`config.mk`:
```
export PLATFORM = sky130hd
export DESIGN_NAME = stream_pattern_injector
export DESIGN_NICKNAME = d
export VERILOG_FILES = /design/src/hdl/spinj_pkg.sv /design/src/hdl/spinj_cfg_regs.sv /design/src/hdl/spinj_core.sv /design/src/hdl/stream_pattern_injector.sv
export SDC_FILE = /design/constraint.sdc
export NUM_CORES = 1
export LEC_CHECK = 0
export BUFFER_PORTS_ARGS = -buffer_cell sky130_fd_sc_hd__buf_2
export CAP_MARGIN = 40
export CORE_UTILIZATION = 45
export DETAILED_ROUTE_END_ITERATION = 16
export MAX_ROUTING_LAYER = met4
export SLEW_MARGIN = 25
export SYNTH_ARGS = -nofsm -noshare
export SYNTH_HDL_FRONTEND = slang
export SYNTH_SLANG_ARGS = --single-unit
```
`constraint.sdc`:
```
create_clock -name clk -period 8.4 [get_ports clk]
set_clock_uncertainty 0.1 [all_clocks]
set_input_delay 0.42 -clock clk [delete_from_list [all_inputs] [get_ports clk]]
set_output_delay 0.42 -clock clk [all_outputs]
set_load 0.02 [all_outputs]
```
`src/hdl/spinj_pkg.sv`:
```
`timescale 1ns / 1ps
// ---------------------------------------------------------------------------
// spinj_pkg
// Shared types, constants and helpers for the stream pattern injector.
// ---------------------------------------------------------------------------
package spinj_pkg;

    localparam int KEY_BYTES_MAX = 8;
    localparam int KEY_W         = 8 * KEY_BYTES_MAX;
    localparam int LEN_W         = 4;
    localparam int CNT_W         = 17;
    localparam int IDX_W         = 3;
    localparam int CFG_IDX_W     = 3;
    localparam int CFG_DATA_W    = 64;

    // register indexes on the configuration port
    localparam logic [CFG_IDX_W-1:0] REG_FIRST_KEY_BYTES       = 3'd0;
    localparam logic [CFG_IDX_W-1:0] REG_FIRST_KEY_LENGTH      = 3'd1;
    localparam logic [CFG_IDX_W-1:0] REG_SECOND_KEY_BYTES      = 3'd2;
    localparam logic [CFG_IDX_W-1:0] REG_SECOND_KEY_LENGTH     = 3'd3;
    localparam logic [CFG_IDX_W-1:0] REG_INJECT_PATTERN_BYTES  = 3'd4;
    localparam logic [CFG_IDX_W-1:0] REG_INJECT_PATTERN_LENGTH = 3'd5;
    localparam logic [CFG_IDX_W-1:0] REG_INJECT_COUNT          = 3'd6;

    // reset values: "Host:", CR, " " CR, 65536 bytes
    localparam logic [KEY_W-1:0] RST_FIRST_KEY_BYTES       = 64'h0000_003A_7473_6F48;
    localparam logic [LEN_W-1:0] RST_FIRST_KEY_LENGTH      = 4'd5;
    localparam logic [KEY_W-1:0] RST_SECOND_KEY_BYTES      = 64'h0000_0000_0000_000D;
    localparam logic [LEN_W-1:0] RST_SECOND_KEY_LENGTH     = 4'd1;
    localparam logic [KEY_W-1:0] RST_INJECT_PATTERN_BYTES  = 64'h0000_0000_0000_0D20;
    localparam logic [LEN_W-1:0] RST_INJECT_PATTERN_LENGTH = 4'd2;
    localparam logic [CNT_W-1:0] RST_INJECT_COUNT          = 17'h1_0000;

    typedef struct packed {
        logic [KEY_W-1:0] first_key_bytes;
        logic [LEN_W-1:0] first_key_length;
        logic [KEY_W-1:0] second_key_bytes;
        logic [LEN_W-1:0] second_key_length;
        logic [KEY_W-1:0] inject_pattern_bytes;
        logic [LEN_W-1:0] inject_pattern_length;
        logic [CNT_W-1:0] inject_count;
    } cfg_t;

    typedef struct packed {
        logic       out_valid;
        logic [7:0] out_byte;
        logic       consumed;
    } res_t;

    typedef enum logic [3:0] {
        MODE_SEARCH1 = 4'b0001,
        MODE_SEARCH2 = 4'b0010,
        MODE_INJECT  = 4'b0100,
        MODE_HELD    = 4'b1000
    } mode_t;

    // zero acts as one, anything above the key size is clipped
    function automatic logic [LEN_W-1:0] eff_len(input logic [LEN_W-1:0] len);
        logic [LEN_W-1:0] r;
        if (len == '0)
            r = LEN_W'(1);
        else if (len > LEN_W'(KEY_BYTES_MAX))
            r = LEN_W'(KEY_BYTES_MAX);
        else
            r = len;
        return r;
    endfunction

    function automatic logic [7:0] byte_at(input logic [KEY_W-1:0] bytes,
                                           input logic [IDX_W-1:0] idx);
        return bytes[8*idx +: 8];
    endfunction

endpackage

```
`src/hdl/spinj_cfg_regs.sv`:
```
`timescale 1ns / 1ps
// ---------------------------------------------------------------------------
// spinj_cfg_regs
// Configuration register file, written through a plain write port.
// ---------------------------------------------------------------------------
module spinj_cfg_regs
    import spinj_pkg::*;
(
    input  logic                  clk,
    input  logic                  rst_n,
    input  logic                  cfg_we,
    input  logic [CFG_IDX_W-1:0]  cfg_index,
    input  logic [CFG_DATA_W-1:0] cfg_data,
    output cfg_t                  cfg
);

    cfg_t cfg_reg;

    always_ff @(posedge clk or negedge rst_n)
    begin
        if (!rst_n)
        begin
            cfg_reg.first_key_bytes       <= RST_FIRST_KEY_BYTES;
            cfg_reg.first_key_length      <= RST_FIRST_KEY_LENGTH;
            cfg_reg.second_key_bytes      <= RST_SECOND_KEY_BYTES;
            cfg_reg.second_key_length     <= RST_SECOND_KEY_LENGTH;
            cfg_reg.inject_pattern_bytes  <= RST_INJECT_PATTERN_BYTES;
            cfg_reg.inject_pattern_length <= RST_INJECT_PATTERN_LENGTH;
            cfg_reg.inject_count          <= RST_INJECT_COUNT;
        end
        else if (cfg_we)
        begin
            unique case (cfg_index)
                REG_FIRST_KEY_BYTES:       cfg_reg.first_key_bytes       <= cfg_data;
                REG_FIRST_KEY_LENGTH:      cfg_reg.first_key_length      <= cfg_data[LEN_W-1:0];
                REG_SECOND_KEY_BYTES:      cfg_reg.second_key_bytes      <= cfg_data;
                REG_SECOND_KEY_LENGTH:     cfg_reg.second_key_length     <= cfg_data[LEN_W-1:0];
                REG_INJECT_PATTERN_BYTES:  cfg_reg.inject_pattern_bytes  <= cfg_data;
                REG_INJECT_PATTERN_LENGTH: cfg_reg.inject_pattern_length <= cfg_data[LEN_W-1:0];
                REG_INJECT_COUNT:          cfg_reg.inject_count          <= cfg_data[CNT_W-1:0];
                default:                   ;
            endcase
        end
    end

    assign cfg = cfg_reg;

endmodule

```
`src/hdl/spinj_core.sv`:
```
`timescale 1ns / 1ps
// ---------------------------------------------------------------------------
// spinj_core
// Slot engine: key matching, pattern injection and held byte, one slot per step.
// ---------------------------------------------------------------------------
module spinj_core
    import spinj_pkg::*;
(
    input  logic       clk,
    input  logic       rst_n,
    input  cfg_t       cfg,
    input  logic       step,
    input  logic       src_valid,
    input  logic [7:0] src_byte,
    output res_t       res
);

    mode_t            mode_reg, mode_next;
    logic [CNT_W-1:0] cnt_reg, cnt_next;
    logic [IDX_W-1:0] pidx_reg, pidx_next;
    logic [7:0]       held_reg, held_next;

    logic [KEY_W-1:0] key;
    logic [LEN_W-1:0] key_len;
    logic [LEN_W-1:0] pat_len;
    logic [CNT_W-1:0] total;
    logic [IDX_W-1:0] m_idx;
    logic [LEN_W-1:0] m_idx_inc;
    logic             hit;
    logic             done;
    logic             trig;
    logic [IDX_W-1:0] p_in;
    logic [IDX_W-1:0] p_idx;
    logic [LEN_W-1:0] p_inc;
    logic [IDX_W-1:0] p_nxt;
    logic [CNT_W-1:0] c_in;
    logic [CNT_W-1:0] c_inc;
    logic             inj_end;
    logic [7:0]       inj_byte;

    // key matching, shared by both search modes
    always_comb
    begin
        key       = (mode_reg == MODE_SEARCH1) ? cfg.first_key_bytes : cfg.second_key_bytes;
        key_len   = eff_len((mode_reg == MODE_SEARCH1) ? cfg.first_key_length
                                                       : cfg.second_key_length);
        // stale index after a length change restarts at zero
        m_idx     = (cnt_reg >= CNT_W'(key_len)) ? '0 : cnt_reg[IDX_W-1:0];
        m_idx_inc = LEN_W'(m_idx) + LEN_W'(1);
        hit       = (src_byte == byte_at(key, m_idx));
        done      = hit && (m_idx_inc == key_len);
    end

    // injection step; a trigger starts from a fresh count and pattern position
    always_comb
    begin
        pat_len  = eff_len(cfg.inject_pattern_length);
        total    = (cfg.inject_count == '0) ? CNT_W'(1) : cfg.inject_count;
        trig     = (mode_reg == MODE_SEARCH2) && done;
        p_in     = trig ? '0 : pidx_reg;
        c_in     = trig ? '0 : cnt_reg;
        p_idx    = (LEN_W'(p_in) >= pat_len) ? '0 : p_in;
        p_inc    = LEN_W'(p_idx) + LEN_W'(1);
        p_nxt    = (p_inc >= pat_len) ? '0 : p_inc[IDX_W-1:0];
        inj_byte = byte_at(cfg.inject_pattern_bytes, p_idx);
        c_inc    = c_in + CNT_W'(1);
        inj_end  = (c_inc >= total);
    end

    always_comb
    begin
        mode_next = mode_reg;
        cnt_next  = cnt_reg;
        pidx_next = pidx_reg;
        held_next = held_reg;
        res       = '0;
        unique case (mode_reg)
            MODE_SEARCH1:
            begin
                if (src_valid)
                begin
                    res.out_valid = 1'b1;
                    res.consumed  = 1'b1;
                    res.out_byte  = src_byte;
                    cnt_next      = (hit && !done) ? CNT_W'(m_idx_inc) : '0;
                    if (done)
                        mode_next = MODE_SEARCH2;
                end
            end
            MODE_SEARCH2:
            begin
                if (src_valid)
                begin
                    res.out_valid = 1'b1;
                    res.consumed  = 1'b1;
                    if (done)
                    begin
                        held_next    = src_byte;
                        res.out_byte = inj_byte;
                        pidx_next    = p_nxt;
                        cnt_next     = c_inc;
                        mode_next    = inj_end ? MODE_HELD : MODE_INJECT;
                    end
                    else
                    begin
                        res.out_byte = src_byte;
                        cnt_next     = hit ? CNT_W'(m_idx_inc) : '0;
                    end
                end
            end
            MODE_INJECT:
            begin
                res.out_valid = 1'b1;
                res.out_byte  = inj_byte;
                pidx_next     = p_nxt;
                cnt_next      = c_inc;
                if (inj_end)
                    mode_next = MODE_HELD;
            end
            default:
            begin
                res.out_valid = 1'b1;
                res.out_byte  = held_reg;
                mode_next     = MODE_SEARCH1;
                cnt_next      = '0;
            end
        endcase
    end

    always_ff @(posedge clk or negedge rst_n)
    begin
        if (!rst_n)
        begin
            mode_reg <= MODE_SEARCH1;
            cnt_reg  <= '0;
            pidx_reg <= '0;
            held_reg <= '0;
        end
        else if (step)
        begin
            mode_reg <= mode_next;
            cnt_reg  <= cnt_next;
            pidx_reg <= pidx_next;
            held_reg <= held_next;
        end
    end

endmodule

```
`src/hdl/stream_pattern_injector.sv`:
```
`timescale 1ns / 1ps
// ---------------------------------------------------------------------------
// stream_pattern_injector
// Byte stream pass-through that injects a repeating pattern after two keys.
// ---------------------------------------------------------------------------
// Each input transaction is one output slot and yields exactly one result
// transaction. Source bytes are copied through while the block looks for the
// first key and then the second key; the byte completing the second key is
// held back and the pattern starts in its slot; inject_count pattern bytes
// go out in all, later ones taking no source byte, then the held byte. One
// transaction is taken per clock while the result register is not stalled;
// the slot logic between the input register and the result register is a
// byte compare, a 17-bit counter and small muxes. Configuration writes must
// be made only while no transaction is in flight; this is not enforced.
module stream_pattern_injector
    import spinj_pkg::*;
(
    input  logic                  clk,
    input  logic                  rst_n,
    // configuration write port
    input  logic                  cfg_we,
    input  logic [CFG_IDX_W-1:0]  cfg_index,
    input  logic [CFG_DATA_W-1:0] cfg_data,
    // input channel
    input  logic                  in_valid,
    output logic                  in_stall,
    input  logic                  src_valid,
    input  logic [7:0]            src_byte,
    // result channel
    output logic                  res_valid,
    input  logic                  res_stall,
    output logic                  out_valid,
    output logic [7:0]            out_byte,
    output logic                  consumed
);

    cfg_t       cfg;
    res_t       res;

    // input register
    logic       item_full_reg;
    logic       item_src_valid_reg;
    logic [7:0] item_src_byte_reg;

    // result register
    logic       res_full_reg;
    res_t       res_data_reg;

    logic       res_free;
    logic       step;
    logic       in_take;

    spinj_cfg_regs u_cfg
    (
        .clk       (clk),
        .rst_n     (rst_n),
        .cfg_we    (cfg_we),
        .cfg_index (cfg_index),
        .cfg_data  (cfg_data),
        .cfg       (cfg)
    );

    // result register can load when empty or being drained this cycle
    assign res_free = !res_full_reg || !res_stall;
    // slot is processed as it moves from the input register to the result
    assign step     = item_full_reg && res_free;
    // input register accepts while empty or while its item moves on
    assign in_stall = item_full_reg && !res_free;
    assign in_take  = in_valid && !in_stall;

    spinj_core u_core
    (
        .clk       (clk),
        .rst_n     (rst_n),
        .cfg       (cfg),
        .step      (step),
        .src_valid (item_src_valid_reg),
        .src_byte  (item_src_byte_reg),
        .res       (res)
    );

    always_ff @(posedge clk or negedge rst_n)
    begin
        if (!rst_n)
        begin
            item_full_reg <= 1'b0;
            res_full_reg  <= 1'b0;
        end
        else
        begin
            if (in_take)
                item_full_reg <= 1'b1;
            else if (step)
                item_full_reg <= 1'b0;

            if (step)
                res_full_reg <= 1'b1;
            else if (!res_stall)
                res_full_reg <= 1'b0;
        end
    end

    // payload registers, no reset needed
    always_ff @(posedge clk)
    begin
        if (in_take)
        begin
            item_src_valid_reg <= src_valid;
            item_src_byte_reg  <= src_byte;
        end
        if (step)
            res_data_reg <= res;
    end

    assign res_valid = res_full_reg;
    assign out_valid = res_data_reg.out_valid;
    assign out_byte  = res_data_reg.out_byte;
    assign consumed  = res_data_reg.consumed;

endmodule

```
==> results.cfg <==
[floorplan]
die-height_um = 178
coreArea_um2 = 30000
num_io_pins = 93
dieArea_um2 = 31500
die_x_um = 178
initial_core_util_pct = 46.3
core.rowCount = 63

[detailed_routing]
drt_iter0_markers = 677
num_vias = 9717
first_pass_iters = 5
totalWireLength_mm = 38.1
via_per_inst = 5.84
ant_nets = 0
wire_per_inst_um = 22.9
drcViolationCount = 0

[cells_and_area]
utilization_pct = 54.0
area_growth_pct = 16.7
nets = 1360
drive_gt1_share_pct = 37.1
largest_reg_flops = 221

[power]
leakage_nw = 7.00
vdd_drop_max_v = 0.000183
power.density_nw_per_um2 = 292

[critical_path]
crit_path_end_kind = flip-flop
required_ns = 8.61
cp-start-kind = flip-flop
crit_fanout = 13
worstSetupPathType = reg2reg
path_buf_inv = 3
arrival_ns = 7.97
critPathMaxStageDelay_ns = 0.58
slowest_stage = dfstp_2
path_delay_family = simple AND/OR/NAND/NOR gates

[timing]
fin_crit_ns = 7.77
final-hold-violation-count = 0
grt_setup_unrepaired = false
fmax_mhz = 129
finalMaxSlewViolations = 0
finalCritPeriodShare_pct = 92.5
setup_violations = 0
slew_headroom_pct = 40.7
worstMarginPinSlew_ns = 0.879
tns_ns = 0

[placement]
gp_congestion = 0.951
port_buffers = 92
place_hpwl_mm = 27.0

[global_route]
grt_pass1_vias = 9723
track_usage_pct = 25.5
grt_overflow = 0
grt_pass1_wl_mm = 58.7
grt_antenna_before_repair = 1
grt_max_degree = 164

[clock_network]
clock-sinks = 274
root_buffer = clkbuf_16
clock_latency_ns = 0.58
numCtsBuffers = 31
tritoncts = built
htree_levels = 1
clk_pin_slew_worst_paths_ns = 0.06
cts_buffer_depth = 3

[logic_synthesis]
yosysTopAreaCellShare_pct = 39.9
yosysTopAreaCell = dfrtp_1
synth.distinct_cells = 69
syn-num-nets = 1244
synthFlopType = dfrtp_1
synth_area_um2 = 13900
netlist_instances = 1132
seq_area_frac_synth_pct = 50.4
synthTopCellsByArea = dfrtp_1 40%, mux2_2 19%, dfstp_2 6.4%
syn_area_per_cell_um2 = 12.3
async_reset_ff_share_pct = 93.1
synth-seq-cells = 274
yosysWarnings = 0
synth_commonest_cells = 238 x mux2_2, 221 x dfrtp_1, 85 x nand2_1
yosysMostFrequentCell = mux2_2
synth_edf_count = 19

[run_status]
outcome = complete, no violations

[run]
cap_violations = 0

[worst_hold_path]
hold_class = in2reg
power breakdown:
| part | total (mW) | internal [mW] | leakage (nW) | switching, mW |
|---|---|---|---|---|
| Sequential | 1.78 | 1.62 | 3.24 | 0.159 |
| Clock | 1.39 | 0.825 | 0.501 | 0.563 |
| Combinational | 1.56 | 0.695 | 3.26 | 0.870 |
worst reg2reg max path, cell delays in order (launching register included):
cell and delay [ns]:
dfstp_2 0.58, or4b_4 0.47, or3_1 0.35, o311ai_0 0.11
dlymetal6s2s_1 0.25, inv_1 0.07, ha_1 0.28, nor2b_1 0.05
o21ai_0 0.28, buf_4 0.23, a211o_1 0.41, a22oi_1 0.14
or3_1 0.37, a211oi_1 0.36, nand4_1 0.41, or2_2 0.46
nand2_1 0.09, ha_1 0.22, nand2b_1 0.14, a21o_1 0.17
a21oi_1 0.17, or2_2 0.17, nand3_1 0.54, o221a_2 0.58
a222oi_1 0.34, o31ai_1 0.15
per-stage QoR:
step	std cells	instance area, µm²	setup slack [ns]	hold WS, ns	total power, mW
after global placement	1571	14700	0.733	0.373	3.31
after floorplan	1132	13900	0.626	0.0244	2.84
after CTS	1661	16200	0.697	0.00273	4.74
after global routing	1664	16200	0.112	0.00627	4.97
after detailed placement	1576	14800	0.748	0.377	3.34
final	1664	16200	0.634	0.00591	4.73
what timing repair did:
item,in CTS,in global routing
gates resized for setup,0,2
endpoints found under the hold margin,132,0
setup buffers,0,0
endpoints found under the setup margin,0,2
hold buffers,27,0
logic make-up after synthesis:
logic type	after synthesis	share of synthesized area, %
mux	287	23.9
flops	274	50.4
fa+ha+maj	31	2.80
compound gates	165	9.19
simple gates	252	9.05
xor+xnor	27	1.71
buf+inv	96	2.88
layout by cell type, fill, tap and decap left out, drive strengths merged, types with 9 or more instances in the layout:
cell type / synthesis / routed
nor2: 54 / 54
o21ai: 20 / 20
a21oi: 15 / 15
nand2: 85 / 85
nand3: 13 / 13
xnor2: 20 / 20
clkbuf: 47 / 45
nor4: 11 / 11
o31ai: 10 / 10
nor3: 21 / 21
nand2b: 11 / 11
a21o: 10 / 10
clkinv: 2 / 9
a22o: 11 / 11
inv: 31 / 32
dlygate4sd3: 0 / 27
edfxtp: 19 / 19
mux2: 238 / 238
ha: 31 / 31
mux2i: 37 / 37
buf: 16 / 117
dfstp: 34 / 34
mux4: 12 / 12
dfrtp: 221 / 221
nand4: 10 / 10
nor2b: 10 / 10
a211oi: 19 / 19
final timing paths:
path	startpoint	slack [ns]	end	depth (start not counted)
max	u_core.mode_reg[0]$_DFFE_PN1P_	0.63	out_byte[4]$_DFFE_PP_	25
min	cfg_data[61]	0.006	u_cfg.cfg[82]$_DFFE_PN0P_	2
max reg2reg	u_core.mode_reg[0]$_DFFE_PN1P_	0.63	out_byte[4]$_DFFE_PP_	25
min reg2reg	item_full_reg$_DFFE_PN0P_	0.38	res_valid$_DFFE_PN0P_	1
max in group asynchronous	rst_n	6.50	u_cfg.cfg[130]$_DFFE_PN0P_	3
min in group asynchronous	rst_n	0.34	u_core.cnt_reg[11]$_DFFE_PN0P_	2
cell type report:
class                   count  area (µm²)
flip-flops and latches    274        6990
fillers                  2602       13800
inverters                  33         124
multi-input cells         762        6520
well taps                 390         488
clock buffers              44         845
repair buffers            146        1020
clock inverters            14         193
diodes                      1        2.50
routing by layer:
metal	GRT usage [%]	vias up	wire length, µm
met5	-	-	0
met4	8.33	0	1240
met3	4.39	86	2040
met2	38.1	275	17300
met1	35.2	4925	17500
li1	-	4431	-
No activity file was read; power rests on OpenSTA's default activity.
